`config.mk`:
```
export PLATFORM = sky130hd
export DESIGN_NAME = lbb_raster_pos
export DESIGN_NICKNAME = d
export VERILOG_FILES = /design/src/rtl/core/lbb_raster_pos.sv
export SDC_FILE = /design/constraint.sdc
export NUM_CORES = 1
export LEC_CHECK = 0
export BUFFER_PORTS_ARGS = -buffer_cell sky130_fd_sc_hd__buf_2
export CORE_ASPECT_RATIO = 0.9
export CORE_MARGIN = 2
export CORE_UTILIZATION = 54
export DETAILED_ROUTE_END_ITERATION = 7
export GPL_TIMING_DRIVEN = 0
export PLACE_DENSITY = 0.88
export SLEW_MARGIN = 10
export SYNTH_ARGS = -nofsm -noshare
export SYNTH_HDL_FRONTEND = slang
export SYNTH_SLANG_ARGS = --single-unit
```
`constraint.sdc`:
```
create_clock -name clk -period 3.81 [get_ports clk]
set_input_delay 0.1905 -clock clk [delete_from_list [all_inputs] [get_ports clk]]
set_output_delay 0.1905 -clock clk [all_outputs]
set_load 0.02 [all_outputs]
```
`src/rtl/core/lbb_raster_pos.sv`:
```
// Column and row counters of the raster pixel stream.
// Depends on nothing but the widths handed down by the top level.
`default_nettype none

module lbb_raster_pos #(
	parameter int CRD_W = 12,
	parameter int DIM_W = 13
) (
	input  wire logic             clk,
	input  wire logic             arst_n,
	input  wire logic             advance,
	input  wire logic [DIM_W-1:0] frame_w,
	input  wire logic [DIM_W-1:0] frame_h,
	output logic      [CRD_W-1:0] x,
	output logic      [CRD_W-1:0] y,
	output logic                  frame_start
);

	logic [CRD_W-1:0] x_q;
	logic [CRD_W-1:0] y_q;
	logic [DIM_W-1:0] x_inc;
	logic [DIM_W-1:0] y_inc;

	assign x_inc = {1'b0, x_q} + DIM_W'(1);
	assign y_inc = {1'b0, y_q} + DIM_W'(1);

	// A counter left beyond a shrunken frame size wraps on its next advance.
	always_ff @(posedge clk or negedge arst_n) begin
		if (!arst_n) begin
			x_q <= '0;
			y_q <= '0;
		end else if (advance) begin
			if (x_inc >= frame_w) begin
				x_q <= '0;
				y_q <= (y_inc >= frame_h) ? '0 : CRD_W'(y_inc);
			end else begin
				x_q <= CRD_W'(x_inc);
			end
		end
	end

	assign x           = x_q;
	assign y           = y_q;
	assign frame_start = (x_q == '0) && (y_q == '0);

endmodule

`default_nettype wire
```
==> flow_metrics.py <==
metrics = {
    "final_layout": {
        "area_delta_synth_final_pct": 17.5,
        "finalNetCount": 391,
        "drive_gt1_frac": 0.215,
        "n_fill_cell": 335,
        "diodes": 0,
    },
    "logic_synthesis": {
        "yosys-top-cells-area": "dfrtp_1 27%, ha_1 17%, nand2_1 5.7%",
        "ys_ff_latch": 24,
        "syn_nets": 332,
        "synth_top_cell_area_share": 0.269,
        "synth_fa_ha_area_frac": 0.174,
        "synth-simple-area-share": 0.212,
        "synthMuxAreaShare": 0.0185,
        "synth-seq-area-share": 0.269,
        "synth.cell_area_um2": 2230,
        "avgSynthCellArea_um2": 8.21,
        "synthDistinctLibCells": 45,
        "ys_warn_count": 0,
        "syn_inst": 272,
        "synth_xor_area_frac": 0.0779,
        "synth_top_family_by_area": "simple AND/OR/NAND/NOR gates",
        "synth_compound_gate_area_share": 0.163,
        "yosysTopAreaCell": "dfrtp_1",
    },
    "clock_tree": {
        "ctsLongestPathBuffers": 2,
        "clock-root-buffer": "clkbuf_8",
        "clk_latency_ps": 270,
        "cts_buffers": 3,
        "post_cts_buffers": 0,
        "cts_tree": "done",
        "cts.sinks": 24,
        "clk_pin_slew_ps": 90,
        "cts_max_level": 1,
    },
    "detailed_routing": {
        "drtAntennaViolNets": 0,
        "met3WireLength_um": 309,
        "via_per_inst": 5.62,
        "wl_per_cell_um": 13.5,
        "wl_met2_um": 2390,
        "met1_length_um": 2370,
        "drcViolationCount": 0,
        "wl_um": 5110,
        "drt-pass1-iter-count": 4,
        "top_layer_used": "met4",
        "drtIter0Drc": 182,
        "vias": 2123,
    },
    "place": {
        "dp_hpwl_um": 3990,
        "place_congestion": 0.862,
        "io_buffers": 53,
    },
    "hold_path": {
        "whs_endpoint": "y[11]",
        "hp-class": "input port to flip-flop",
        "min-delay-start": "advance",
        "hold-path-cell-count": 3,
    },
    "sta": {
        "finalCritPeriodShare": 0.912,
        "tns_ps": 0,
        "rsz0062_at_grt": "no",
        "slew_violations": 0,
        "clock.fmax_mhz": 288,
        "worst_pin_slew_ps": 550,
        "finalCriticalPeriod_ps": 3480,
        "hold_viol": 0,
        "holdWs_ps": 204,
        "finalSetupViolations": 0,
        "slew_headroom": 0.633,
        "skew_ps": 9.59,
    },
    "grt": {
        "grt_max_degree": 25,
        "grt.total_usage": 0.233,
        "grt_pass1_wl_um": 8730,
        "antenna_found_initial": 0,
        "overflow": 0,
        "first_global_vias": 1973,
    },
    "floorplan": {
        "start_util": 0.555,
        "dieArea_um2": 4660,
        "rows": 22,
        "io_pins": 54,
        "die_y_um": 65.0,
        "core_area_um2": 4020,
        "die_w_um": 71.8,
    },
    "run_status": {
        "status": "finished clean",
    },
    "power_and_ir_drop": {
        "power.density_nw_per_um2": 406,
        "p_total_w": 0.00106,
        "cellLeakagePower_nw": 1.44,
        "irDropWorstVdd_mv": 0.376,
    },
    "setup_path": {
        "critPathRequiredTime_ps": 3980,
        "slowest_delay_ps": 510,
        "slowest_stage": "or4_1",
        "cp_num_buf_inv": 1,
        "r2r-start": "y[0]",
        "critical_path.cell_chain": "ha_1 -> nand3_1 -> nor2_1 -> nand3_1 -> xnor2_1 -> ha_1 -> nand2_1 -> or4_1 -> o21ai_1 -> buf_2 -> nor2_1 -> a221o_1",
        "cp_top_family": "simple AND/OR/NAND/NOR gates",
        "arrival_ps": 3640,
        "worstSetupPathType": "flip-flop to flip-flop",
        "path_max_fanout": 10,
        "start_kind": "flip-flop",
        "endpoint_kind": "flip-flop",
        "rr_worst_depth": 12,
        "r2r_setup_slack_ps": 330,
        "reg2reg_to": "y[10]",
    },
    "job": {
        "maxCapViolations": 0,
    },
}
worst max path at each step:
stage | startpoint | slack, ps | end | cells after the start
after floorplan | y[0] | 700 | y[8] | 12
after global placement | y[0] | 500 | y[3] | 12
after detailed placement | y[0] | 400 | y[10] | 12
after CTS | y[0] | 380 | y[10] | 12
after global routing | y[0] | 130 | y[8] | 12
final | y[0] | 330 | y[10] | 12
placed cells by master, fill, tap and decap left out, drive strengths merged, types with 11 or more instances in the layout:
cell type / n
buf: 61
nand2: 34
inv: 32
ha: 31
dfrtp: 24
nor2: 19
a21oi: 15
xnor2: 14
nand3: 14
o21ai: 11
clkbuf: 11
area by class of cell:
class	instances	area [um2]	share of cell area
clock buffer	4	55.1	0.0210
multi-input combinational	201	1440	0.549
sequential	24	601	0.229
inverter	32	120	0.0458
buffer	15	71.3	0.0272
tap	48	60.1	0.0229
timing repair buffer	54	275	0.105
cells by family after synthesis:
kind of cell               Yosys count
AOI/OAI and AO/OA                   53
xor gates and xnor gates            19
adders and majority gates           31
buffers and inverters               47
DFF                                 24
muxes                                4
and+or+nand+nor                     94
where the power goes:
| group | switching [W] | internal (W) |
|---|---|---|
| logic | 0.000289 | 0.000219 |
| registers | 0.0000762 | 0.000302 |
| clock network | 0.0000874 | 0.0000925 |
sequential cells by signal, summed over array words and instances, names as in the netlist:
register	count
x	12
y	12
per-layer routing:
metal	up-vias	GRT usage
met5	-	0
met1	991	0.311
met3	6	0.0311
li1	1058	-
met2	68	0.400
met4	0	0.0542
synthesized netlist by cell type:
library cell,n
a31oi_1,1
clkbuf_1,7
mux2i_1,3
o21ai_0,9
xnor2_1,14
ha_1,31
mux2_2,1
and3_1,5
a22o_1,4
xor2_2,1
o31ai_1,1
nor3_2,1
dfrtp_1,24
or2_2,1
o21bai_1,3
and2b_1,1
nand4_1,3
o21ai_1,1
buf_1,1
buf_6,1
o22ai_1,1
and2_1,1
a221o_1,6
nand3_1,13
nor2b_1,1
a211o_1,1
nand2_1,34
inv_1,32
and4_1,2
nor2_1,18
o21a_1,2
o221ai_1,1
xor2_1,4
a21oi_1,15
nor4_1,3
nand3_2,1
nor3_1,3
o2bb2ai_1,5
buf_2,6
a21o_1,2
nor2_8,1
or4_1,3
nor4b_1,2
or3_1,1
o21ai_2,1
metrics by stage:
step           cells  utilization  instance area (um2)  worst slack, ps
5_1_grt          378        0.653                 2620              129
6_report         378        0.653                 2620              334
3_5_place_dp     373        0.636                 2560              402
2_1_floorplan    272            -                 2230              698
3_3_place_gp     373        0.636                 2560              498
4_1_cts          378        0.653                 2620              381
repair_timing:
action / in CTS / in global routing
gates resized for setup: 0 / 0
hold buffers: 1 / 0
hold endpoints to repair: 24 / 0
tightest hold or removal path: cells and delay by family:
| kind | cells | cell delay, ps |
|---|---|---|
| buf+inv | 1 | 130 |
| compound gates | 1 | 50 |
| simple gates | 1 | 80 |
No activity file was read; power rests on OpenSTA's default activity.
